## src/hw/rtl/owvm_pkg.sv

```systemverilog
`default_nettype none
package owvm_pkg;

    localparam int CORDIC_STAGES = 16;
    localparam int CFG_IDX_W     = 2;

    // register indexes of the configuration port
    localparam logic [CFG_IDX_W-1:0] REG_INV_RADIUS  = 2'd0;
    localparam logic [CFG_IDX_W-1:0] REG_CENTER_DIST = 2'd1;

    localparam logic [15:0] INV_RADIUS_RST  = 16'd5120;
    localparam logic [15:0] CENTER_DIST_RST = 16'd23170;

    // cordic gain in Q1.30 and 1/sqrt(2) in Q0.16
    localparam logic signed [31:0] CORDIC_GAIN = 32'sd652032874;
    localparam logic signed [16:0] INV_SQRT2   = 17'sd46341;

    localparam logic signed [18:0] WHEEL_MAX = 19'sh3FFFF;
    localparam logic signed [18:0] WHEEL_MIN = 19'sh40000;

    typedef struct packed {
        logic signed [31:0] x;
        logic signed [31:0] y;
        logic signed [31:0] z;
        logic signed [16:0] vx;
        logic signed [16:0] vy;
        logic signed [15:0] om;
    } t_cell;

    // arctangent of 2^-i, 2^32 counts per turn
    function automatic logic signed [31:0] atan_q32(input logic [3:0] idx);
        logic signed [31:0] v;
        case (idx)
            4'd0:    v = 32'sd536870912;
            4'd1:    v = 32'sd316933406;
            4'd2:    v = 32'sd167458907;
            4'd3:    v = 32'sd85004756;
            4'd4:    v = 32'sd42667331;
            4'd5:    v = 32'sd21354465;
            4'd6:    v = 32'sd10679838;
            4'd7:    v = 32'sd5340245;
            4'd8:    v = 32'sd2670163;
            4'd9:    v = 32'sd1335087;
            4'd10:   v = 32'sd667544;
            4'd11:   v = 32'sd333772;
            4'd12:   v = 32'sd166886;
            4'd13:   v = 32'sd83443;
            4'd14:   v = 32'sd41722;
            default: v = 32'sd20861;
        endcase
        return v;
    endfunction

endpackage
`default_nettype wire

```

## src/hw/rtl/owvm_cordic_cell.sv

```systemverilog
`default_nettype none
module owvm_cordic_cell
    import owvm_pkg::*;
#(
    parameter int STAGE = 0
) (
    input  wire logic  i_clk,
    input  wire logic  i_rst_n,
    input  wire logic  i_valid,
    output logic       o_ready,
    input  wire t_cell i_data,
    output logic       o_valid,
    input  wire logic  i_ready,
    output t_cell      o_data
);

    localparam logic [3:0] IDX = 4'(STAGE);

    logic  r_valid;
    t_cell r_data;
    t_cell n_data;
    logic  load;

    // a cell takes a new word when empty or when its word moves on
    assign load    = !r_valid || i_ready;
    assign o_ready = load;
    assign o_valid = r_valid;
    assign o_data  = r_data;

    always_comb begin
        n_data = i_data;
        if (!i_data.z[31]) begin
            n_data.x = i_data.x - ($signed(i_data.y) >>> STAGE);
            n_data.y = i_data.y + ($signed(i_data.x) >>> STAGE);
            n_data.z = i_data.z - atan_q32(IDX);
        end else begin
            n_data.x = i_data.x + ($signed(i_data.y) >>> STAGE);
            n_data.y = i_data.y - ($signed(i_data.x) >>> STAGE);
            n_data.z = i_data.z + atan_q32(IDX);
        end
    end

    always_ff @(posedge i_clk) begin
        if (!i_rst_n) begin
            r_valid <= 1'b0;
        end else if (load) begin
            r_valid <= i_valid;
        end
    end

    always_ff @(posedge i_clk) begin
        if (load && i_valid) begin
            r_data <= n_data;
        end
    end

endmodule
`default_nettype wire

```

## config.mk

```make
export PLATFORM = sky130hd
export DESIGN_NAME = owvm_cordic_cell
export DESIGN_NICKNAME = d
export VERILOG_FILES = /design/src/hw/rtl/owvm_pkg.sv /design/src/hw/rtl/owvm_cordic_cell.sv
export SDC_FILE = /design/constraint.sdc
export NUM_CORES = 1
export LEC_CHECK = 0
export BUFFER_PORTS_ARGS = -buffer_cell sky130_fd_sc_hd__buf_2
export CAP_MARGIN = 10
export CORE_MARGIN = 4
export CORE_UTILIZATION = 35
export DETAILED_ROUTE_END_ITERATION = 7
export GPL_TIMING_DRIVEN = 0
export SLEW_MARGIN = 20
export SYNTH_ARGS = -nofsm -noshare
export SYNTH_HDL_FRONTEND = slang
export SYNTH_SLANG_ARGS = --single-unit
```

## constraint.sdc

```tcl
create_clock -name i_clk -period 4.44 [get_ports i_clk]
set_clock_uncertainty 0.1 [all_clocks]
set_input_delay 0.222 -clock i_clk [delete_from_list [all_inputs] [get_ports i_clk]]
set_output_delay 0.222 -clock i_clk [all_outputs]
set_load 0.02 [all_outputs]
```

==> out/results.tsv <==
stage	metric	value	unit
outcome	status	finished clean	
power_and_ir_drop	finalPower	4.60	mW
cells_and_area	final_area	0.0135	mm^2
cells_and_area	drive_above_1_share	0.281	
die	dieArea	0.0314	mm^2
cells_and_area	utilization	0.482	
grt	track_usage	0.216	
worst_setup_path	r2r-end	o_data[96]$_DFFE_PP_	
cells_and_area	layout_commonest_cell	buf_2	
placement	place_area	0.0120	mm^2
die	chipWidth	177	um
synth	synth_edf_count	145	
power_and_ir_drop	p_per_area	341	mW/mm^2
clock_network	numCtsBuffers	17	
synth	yosysUniqueCellTypes	91	
routing	wl	34900	um
power_and_ir_drop	max-vdd-ir-drop	0.248	mV
sta	setup_tns	0	ps
worst_setup_path	end_kind	flip-flop	
placement	portBuffers	297	
routing	drc	0	
synth	syn-num-nets	1243	
clock_network	cts_tree	built	
clock_network	clockRootBuffer	clkbuf_16	
job	drv_cap	0	
placement	dp_hpwl	27000	um
sta	tightest_slew	930	ps
worst_setup_path	reg2reg_depth	4	
sta	fin_crit_sh	0.675	
clock_network	cts_setup_buffers	0	
clock_network	cts.clk_slew.worst_paths	70	ps
die	die_h	177	um
worst_setup_path	critPathLaunchType	primary input	
min_path	hold_start	i_data[80]	
clock_network	htreeDepth	4	
synth	syn_inst	995	
routing	drt_iter0_drc	773	
cells_and_area	nets	1643	
die	io_pins	298	
sta	setup_violations	0	
cells_and_area	final_cell_mix	buf_2 (312), edfxtp_1 (145), a21oi_1 (99)	
routing	drtPass1Iterations	7	
clock_network	clk_latency	430	ps
sta	final_max_slew_viol_count	0	
worst_setup_path	reg2reg_slack	2350	ps
placement	place.detailed.instances	1672	
clock_network	max-clock-path-buffers	2	
synth	synth_flop_cell	edfxtp_1	
sta	clock.fmax	333	MHz
worst_setup_path	cp.required	4520	ps
routing	ant_nets	0	
cells_and_area	syn2layout_area_growth	34.5	%
sta	worst_slack	1440	ps
worst_setup_path	r2r_start	o_valid$_SDFFE_PN0N_	
die	core-area	0.0280	mm^2
synth	ys_warn_count	0	
grt	antenna_found_initial	2	
sta	hold_violations	0	
grt	grt_max_degree	52	
min_path	min_to	o_data[80]$_DFFE_PP_	
sta	hold_ws	40.6	ps
placement	dp_slack	1060	ps
min_path	worstHoldPathType	primary input to flip-flop	
die	num_rows	61	
worst_setup_path	crit_type	primary input to flip-flop	
routing	via_per_inst	5.18	
routing	vias	9248	
worst_setup_path	path_max_fanout	4	
sta	maxSlewHeadroom	0.380	
worst_setup_path	crit_arrival	3080	ps
cells_and_area	final_cells	1787	
sta	grt_setup_unrepaired	false	
min_path	holdPathStages	2	
routing	wire_per_inst	19.6	um
grt	grt_overflow	0	
synth	ys_seq_elements	146	
sta	fin_crit	3000	ps
synth	async_reset_ff_frac	0	
synth	syn_area	0.0100	mm^2
synth	ys_seq_area_frac	0.436	
die	start_util	0.358	
power_and_ir_drop	p_leak	5.96	nW
placement	gp_routability_congestion	0.954	
clock_network	numClockSinks	146	
synth	syn_area_per_cell	10.1	um^2
grt	grt_pass1_wl	52400	um
grt	grt_pass1_vias	9222	
final cells by class:
type	instances	area [um^2]
Tap cell	378	473
Clock inverter	15	191
Fill cell	2679	14500
Sequential cell	146	4370
Timing Repair Buffer	381	2360
Inverter	100	375
Buffer	44	223
Multi-Input combinational cell	705	5060
Antenna cell	1	2.50
Clock buffer	17	425
how the worst max path moves through the flow:
stage | from | to
6_report | i_data[82] | o_data[138]$_DFFE_PP_
5_1_grt | i_data[82] | o_data[138]$_DFFE_PP_
3_5_place_dp | i_data[90] | o_data[107]$_DFFE_PP_
2_1_floorplan | o_valid$_SDFFE_PN0N_ | o_data[0]$_DFFE_PP_
4_1_cts | i_data[90] | o_data[107]$_DFFE_PP_
3_3_place_gp | i_ready | o_data[95]$_DFFE_PP_
report_power, final:
group          leakage (nW)  total (mW)  internal, mW  switching [mW]
registers              1.41        1.73          1.69          0.0347
clock network         0.291        1.50         0.813           0.690
logic                  4.26        1.38         0.511           0.864
kinds of logic after synthesis:
kind of cell,synth area share
muxes,0.00599
DFF,0.436
AOI/OAI and AO/OA,0.215
and+or+nand+nor,0.107
adders and majority gates,0.125
buffers and inverters,0.0596
xor gates and xnor gates,0.0506
flip-flops by register name, summed over array words and instances (netlist names):
name     count
o_data     145
o_valid      1
worst max-delay path: stages:
cell and delay, ps:
buf_2 120, ha_1 230, fa_1 420, nor2b_1 180
o211a_1 260, o2111ai_2 310, a211o_1 280, a211oi_1 100
nor3_1 380, o21ai_1 170, o21ai_0 270, xnor2_1 120
timing repair:
item,4_1_cts,5_1_grt
hold endpoints to repair,81,0
hold buffers,82,0
gates resized for setup,0,0
cell usage after synthesis, types with 4 or more instances:
library cell / count / area [um^2]
nor4_1: 4 / 25.0
nor2_1: 86 / 323
edfxtp_1: 145 / 4350
xnor2_1: 51 / 447
xor2_1: 7 / 61.3
o21ai_0: 52 / 260
a21oi_2: 5 / 43.8
o21bai_1: 20 / 150
o22ai_1: 8 / 50.1
buf_4: 4 / 30.0
o21a_1: 7 / 52.6
nand2_1: 56 / 210
ha_1: 94 / 1180
a21o_1: 26 / 195
nand3_1: 9 / 45.0
fa_1: 4 / 80.1
a211oi_1: 8 / 60.1
o21ai_1: 8 / 40.0
a211o_1: 6 / 52.6
o211ai_1: 7 / 52.6
buf_2: 15 / 75.1
inv_1: 95 / 357
nor3_1: 19 / 95.1
a21oi_1: 99 / 495
clkbuf_1: 17 / 63.8
or3_1: 4 / 25.0
nand4_1: 9 / 56.3
and3_1: 4 / 25.0
nand2b_1: 10 / 62.6
a221oi_2: 4 / 60.1
o31ai_1: 4 / 30.0
nor2b_1: 8 / 50.1
mux2i_1: 6 / 60.1
a31oi_1: 8 / 50.1
buf_1: 4 / 15.0
layer usage:
metal	GRT usage	routed length (um)	up-vias
met1	0.272	14100	4338
met3	0.0428	2860	63
met2	0.365	16900	462
met5	0	7	-
met4	0.0828	1070	2
li1	-	-	4383
Note: power is estimated with default switching activity, not from simulation.
