[src/hw/rtl/owvm_pkg.sv]
`default_nettype none
package owvm_pkg;

    localparam int CORDIC_STAGES = 16;
    localparam int CFG_IDX_W     = 2;

    // register indexes of the configuration port
    localparam logic [CFG_IDX_W-1:0] REG_INV_RADIUS  = 2'd0;
    localparam logic [CFG_IDX_W-1:0] REG_CENTER_DIST = 2'd1;

    localparam logic [15:0] INV_RADIUS_RST  = 16'd5120;
    localparam logic [15:0] CENTER_DIST_RST = 16'd23170;

    // cordic gain in Q1.30 and 1/sqrt(2) in Q0.16
    localparam logic signed [31:0] CORDIC_GAIN = 32'sd652032874;
    localparam logic signed [16:0] INV_SQRT2   = 17'sd46341;

    localparam logic signed [18:0] WHEEL_MAX = 19'sh3FFFF;
    localparam logic signed [18:0] WHEEL_MIN = 19'sh40000;

    typedef struct packed {
        logic signed [31:0] x;
        logic signed [31:0] y;
        logic signed [31:0] z;
        logic signed [16:0] vx;
        logic signed [16:0] vy;
        logic signed [15:0] om;
    } t_cell;

    // arctangent of 2^-i, 2^32 counts per turn
    function automatic logic signed [31:0] atan_q32(input logic [3:0] idx);
        logic signed [31:0] v;
        case (idx)
            4'd0:    v = 32'sd536870912;
            4'd1:    v = 32'sd316933406;
            4'd2:    v = 32'sd167458907;
            4'd3:    v = 32'sd85004756;
            4'd4:    v = 32'sd42667331;
            4'd5:    v = 32'sd21354465;
            4'd6:    v = 32'sd10679838;
            4'd7:    v = 32'sd5340245;
            4'd8:    v = 32'sd2670163;
            4'd9:    v = 32'sd1335087;
            4'd10:   v = 32'sd667544;
            4'd11:   v = 32'sd333772;
            4'd12:   v = 32'sd166886;
            4'd13:   v = 32'sd83443;
            4'd14:   v = 32'sd41722;
            default: v = 32'sd20861;
        endcase
        return v;
    endfunction

endpackage
`default_nettype wire

[src/hw/rtl/owvm_wheel_lane.sv]
`default_nettype none
module owvm_wheel_lane
    import owvm_pkg::*;
(
    input  wire logic               i_clk,
    input  wire logic [3:0]         i_en,
    input  wire logic signed [35:0] i_diag,
    input  wire logic signed [32:0] i_spin,
    input  wire logic [15:0]        i_inv_radius,
    output logic signed [18:0]      o_speed
);

    logic signed [52:0] r_prod;
    logic signed [33:0] r_sum24;
    logic signed [50:0] r_wide;
    logic signed [18:0] r_speed;

    logic signed [53:0] sum44;
    logic signed [50:0] wide_rnd;
    logic signed [26:0] w_rnd;
    logic signed [18:0] n_speed;

    // diag/sqrt(2) plus spin term, both Q.44, rounded to Q.24
    assign sum44 = 54'(r_prod) + 54'($signed({i_spin, 16'b0})) + 54'sd524288;

    assign wide_rnd = r_wide + 51'sd8388608;
    assign w_rnd    = wide_rnd[50:24];

    always_comb begin
        if (w_rnd > 27'(WHEEL_MAX)) begin
            n_speed = WHEEL_MAX;
        end else if (w_rnd < 27'(WHEEL_MIN)) begin
            n_speed = WHEEL_MIN;
        end else begin
            n_speed = w_rnd[18:0];
        end
    end

    always_ff @(posedge i_clk) begin
        if (i_en[0]) begin
            r_prod <= 53'(i_diag) * 53'(INV_SQRT2);
        end
        if (i_en[1]) begin
            r_sum24 <= sum44[53:20];
        end
        if (i_en[2]) begin
            r_wide <= 51'(r_sum24) * 51'($signed({1'b0, i_inv_radius}));
        end
        if (i_en[3]) begin
            r_speed <= n_speed;
        end
    end

    assign o_speed = r_speed;

endmodule
`default_nettype wire

[config.mk]
export PLATFORM = sky130hd
export DESIGN_NAME = owvm_wheel_lane
export DESIGN_NICKNAME = d
export VERILOG_FILES = /design/src/hw/rtl/owvm_pkg.sv /design/src/hw/rtl/owvm_wheel_lane.sv
export SDC_FILE = /design/constraint.sdc
export NUM_CORES = 2
export LEC_CHECK = 0
export ABC_CLOCK_PERIOD_IN_PS = 14700
export BUFFER_PORTS_ARGS = -buffer_cell sky130_fd_sc_hd__buf_2
export CORE_ASPECT_RATIO = 0.75
export CORE_MARGIN = 4
export CORE_UTILIZATION = 65
export DETAILED_ROUTE_END_ITERATION = 10
export GPL_ROUTABILITY_DRIVEN = 1
export GPL_TIMING_DRIVEN = 0
export PLACE_DENSITY = 0.82
export REMOVE_ABC_BUFFERS = 1
export SYNTH_ARGS = -nofsm -noshare
export SYNTH_HDL_FRONTEND = slang
export SYNTH_SLANG_ARGS = --single-unit
[constraint.sdc]
create_clock -name i_clk -period 14.7 [get_ports i_clk]
set_input_delay 2.94 -clock i_clk [delete_from_list [all_inputs] [get_ports i_clk]]
set_output_delay 2.94 -clock i_clk [all_outputs]
set_load 0.02 [all_outputs]
==> summary.md <==
| Metric | Value |
|---|---|
| Clock Latency Late Sink | 0.44 ns |
| Die area | 0.0551 mm² |
| Post_cts resized | 0 |
| Cell at the slowest stage of the critical path | buf_2 |
| Fin crit share | 0.657 |
| Detailed Route WL | 79.0 mm |
| M3 GR Usage | 0.0779 |
| Die X | 270 µm |
| Worst Hold Class | reg2reg |
| Final Hold Fails | 0 |
| Unrepaired setup endpoints after global routing | false |
| Drt via density | 5.71 |
| #FFs+latches synth | 118 |
| Seq/Total Area, Yosys | 0.106 |
| Final min period | 9.65 ns |
| TritonRoute pass-1 iters | 5 |
| Crit end category | flip-flop |
| WP data arrival | 9.83 ns |
| Die Ht | 204 µm |
| Synth Warn # | 0 |
| # rows | 71 |
| Layout cells sized above 1 | 0.0440 |
| I/O Pins | 109 |
| Final Setup Violations | 0 |
| Worst-path cell chain | buf_2 > nand2_1 > fa_1 > fa_1 > inv_1 > fa_1 > fa_1 > fa_1 > inv_1 > fa_1 > inv_1 > ha_1 > a21oi_1 > o21ai_0 > a211o_1 > a211oi_2 > o211ai_1 > a311o_1 > a2111o_1 > a31oi_2 > xnor2_1 |
| # H-tree levels | 4 |
| First-pass GRT wire length | 131 mm |
| M1 GR Usage | 0.414 |
| Largest net degree at the start of global routing | 38 |
| Final setup TNS | 0 ns |
| CTS buffer count | 17 |
| Wire length per cell | 19.2 µm |
| Post-Place Worst Slack | 4.73 ns |
| Max-Cap Viols | 0 |
| Total track usage | 0.300 |
| Grt peak-use layer | met2 |
| DR vias | 23493 |
| Ys async rst share | 0 |
| Status | finished clean |
| Clk sinks | 118 |
| Post-synthesis instance total | 3419 |
| Critical path buffers and inverters | 4 |
| Post-synth EDFFs | 118 |
| Cell mode on critical path | fa_1 |
| Setup Buffers After CTS | 0 |
| Worst-path clk slew | 0.06 ns |
| Post-synth top flop | edfxtp_1 |
| PortBufs | 108 |
| Area share of the largest cell type after synthesis | 0.417 |
| Area Overhead vs Synth | 4.74% |
| Yosys cell types | 66 |
| Fin. max-slew vios | 0 |
| Worst-case clock skew | 0.0154 ns |
| Worst-path maximum fanout | 34 |
| RePlAce Congestion | 0.893 |
| Post-route design area | 0.0350 mm² |
| Most frequent cell after synthesis | inv_1 |
| Cell taking the most area after synthesis | fa_1 |
| Final nets | 4667 |
| Core area | 0.0505 mm² |
| Vias in the first global route | 25187 |
| Final ANT Viol Nets | 0 |
| Worst Max-Slew Pin Slew | 1.19 ns |
| Worst setup SP type | input pin |
| WS Path Type | in2reg |
| Final worst setup slack | 5.05 ns |
| Post-DP Area | 0.0344 mm² |
| CTS Hold Bufs | 0 |
| WP data required | 14.88 ns |
| Initial core utilization | 0.662 |
| Top post-synthesis cells by count | inv_1 (864), fa_1 (695), ha_1 (438), nand2_1 (402), and2_1 (188) |
| TritonCTS clock tree | done |
| Total grt overflow | 0 |
| Area contributors post-synth | fa_1 (42%), ha_1 (16%), edfxtp_1 (11%) |
| GR Layer Usage met2 | 0.475 |
| Initial DRC Count | 1763 |
| Post-DP HPWL | 61.1 mm |
| Drc violations | 0 |
| Clock Tree Root | clkbuf_16 |
| Normalized max-slew margin | 0.208 |
| F_max | 104 MHz |
| CP max stage delay | 0.72 ns |
| Mean post-synth cell area | 9.77 µm² |
| Initial antenna violation count | 4 |
| Post-synthesis cell area | 0.0334 mm² |
| Clock tree buffer depth | 2 |
| Largest delay share family, worst path | adder cells |
## sequential cells by signal, summed over array words and instances, names as in the netlist
name / flops
o_speed: 19
r_sum24: 34
r_prod: 37
r_wide: 28
## per-layer routing
layer | up-vias | part of all wire
met2 | 1101 | 0.45
met4 | 4 | 0.031
li1 | 10521 | -
met1 | 11681 | 0.42
met3 | 186 | 0.10
met5 | - | 0.00041
## layout by cell type, fill, tap and decap left out, types with 27 or more instances in the layout
master,n
nor2_1,46
o21ai_0,51
edfxtp_1,118
nand4_1,27
xnor2_1,72
inv_1,864
fa_1,695
a21o_1,64
nand2_1,402
and2_1,188
ha_1,438
buf_2,108
a21oi_1,84
xor2_1,50
## per-stage QoR
stage	utilization	hold WS, ns	cells
2_1_floorplan	-	0.568	3317
4_1_cts	0.693	0.641	4113
6_report	0.693	0.642	4115
3_5_place_dp	0.681	0.626	4082
3_3_place_gp	0.681	0.599	4082
5_1_grt	0.693	0.673	4113
## worst reg2reg max path, stage by stage, from the launching register on
cell and delay [ns]:
edfxtp_1 1.11, nand2_1 0.21, fa_1 0.59, inv_1 0.05, fa_1 0.50, fa_1 0.58
fa_1 0.44, fa_1 0.52, inv_1 0.07, fa_1 0.51, inv_1 0.05, ha_1 0.32
a21oi_1 0.25, a21oi_1 0.10, a211o_1 0.31, a211oi_2 0.36, o211ai_1 0.25, a311o_1 0.36
a2111o_1 0.45, a31oi_2 0.19, xnor2_1 0.07
## final cells by class
cell class | count | area (µm²)
fill | 3763 | 15500
multi-input combinational | 2335 | 26200
inverter | 864 | 3240
sequential | 118 | 3540
clock inverter | 14 | 176
clock buffer | 17 | 425
timing repair buffer | 108 | 541
antenna | 2 | 5.00
tap | 657 | 822
## logic make-up (layout without fill, tap and decap cells)
family | after synthesis | count (layout) | share of synthesized area
flip-flops | 118 | 118 | 0.106
XOR/XNOR | 122 | 122 | 0.0320
buffers and inverters | 966 | 1003 | 0.109
other | 0 | 2 | 0
AND/OR/NAND/NOR | 771 | 771 | 0.110
multiplexers | 1 | 1 | 0.000300
adder cells (fa/ha/maj) | 1133 | 1133 | 0.581
AO/OA/AOI/OAI | 308 | 308 | 0.0618
## final timing paths
path	start	to	slack, ns	cells after the start
worst max-delay path	i_inv_radius[2]	r_wide[44]$_DFFE_PP_	5.05	21
worst min-delay path	r_wide[50]$_DFFE_PP_	o_speed[18]$_SDFFCE_PN0P_	0.64	1
worst max register to register	r_sum24[12]$_DFFE_PP_	r_wide[44]$_DFFE_PP_	7.18	20
worst min register to register	r_wide[50]$_DFFE_PP_	o_speed[18]$_SDFFCE_PN0P_	0.64	1
Power is left out: the tool's default activity adds up to more than one toggle a clock period on the data nets, which glitch-free logic cannot reach.
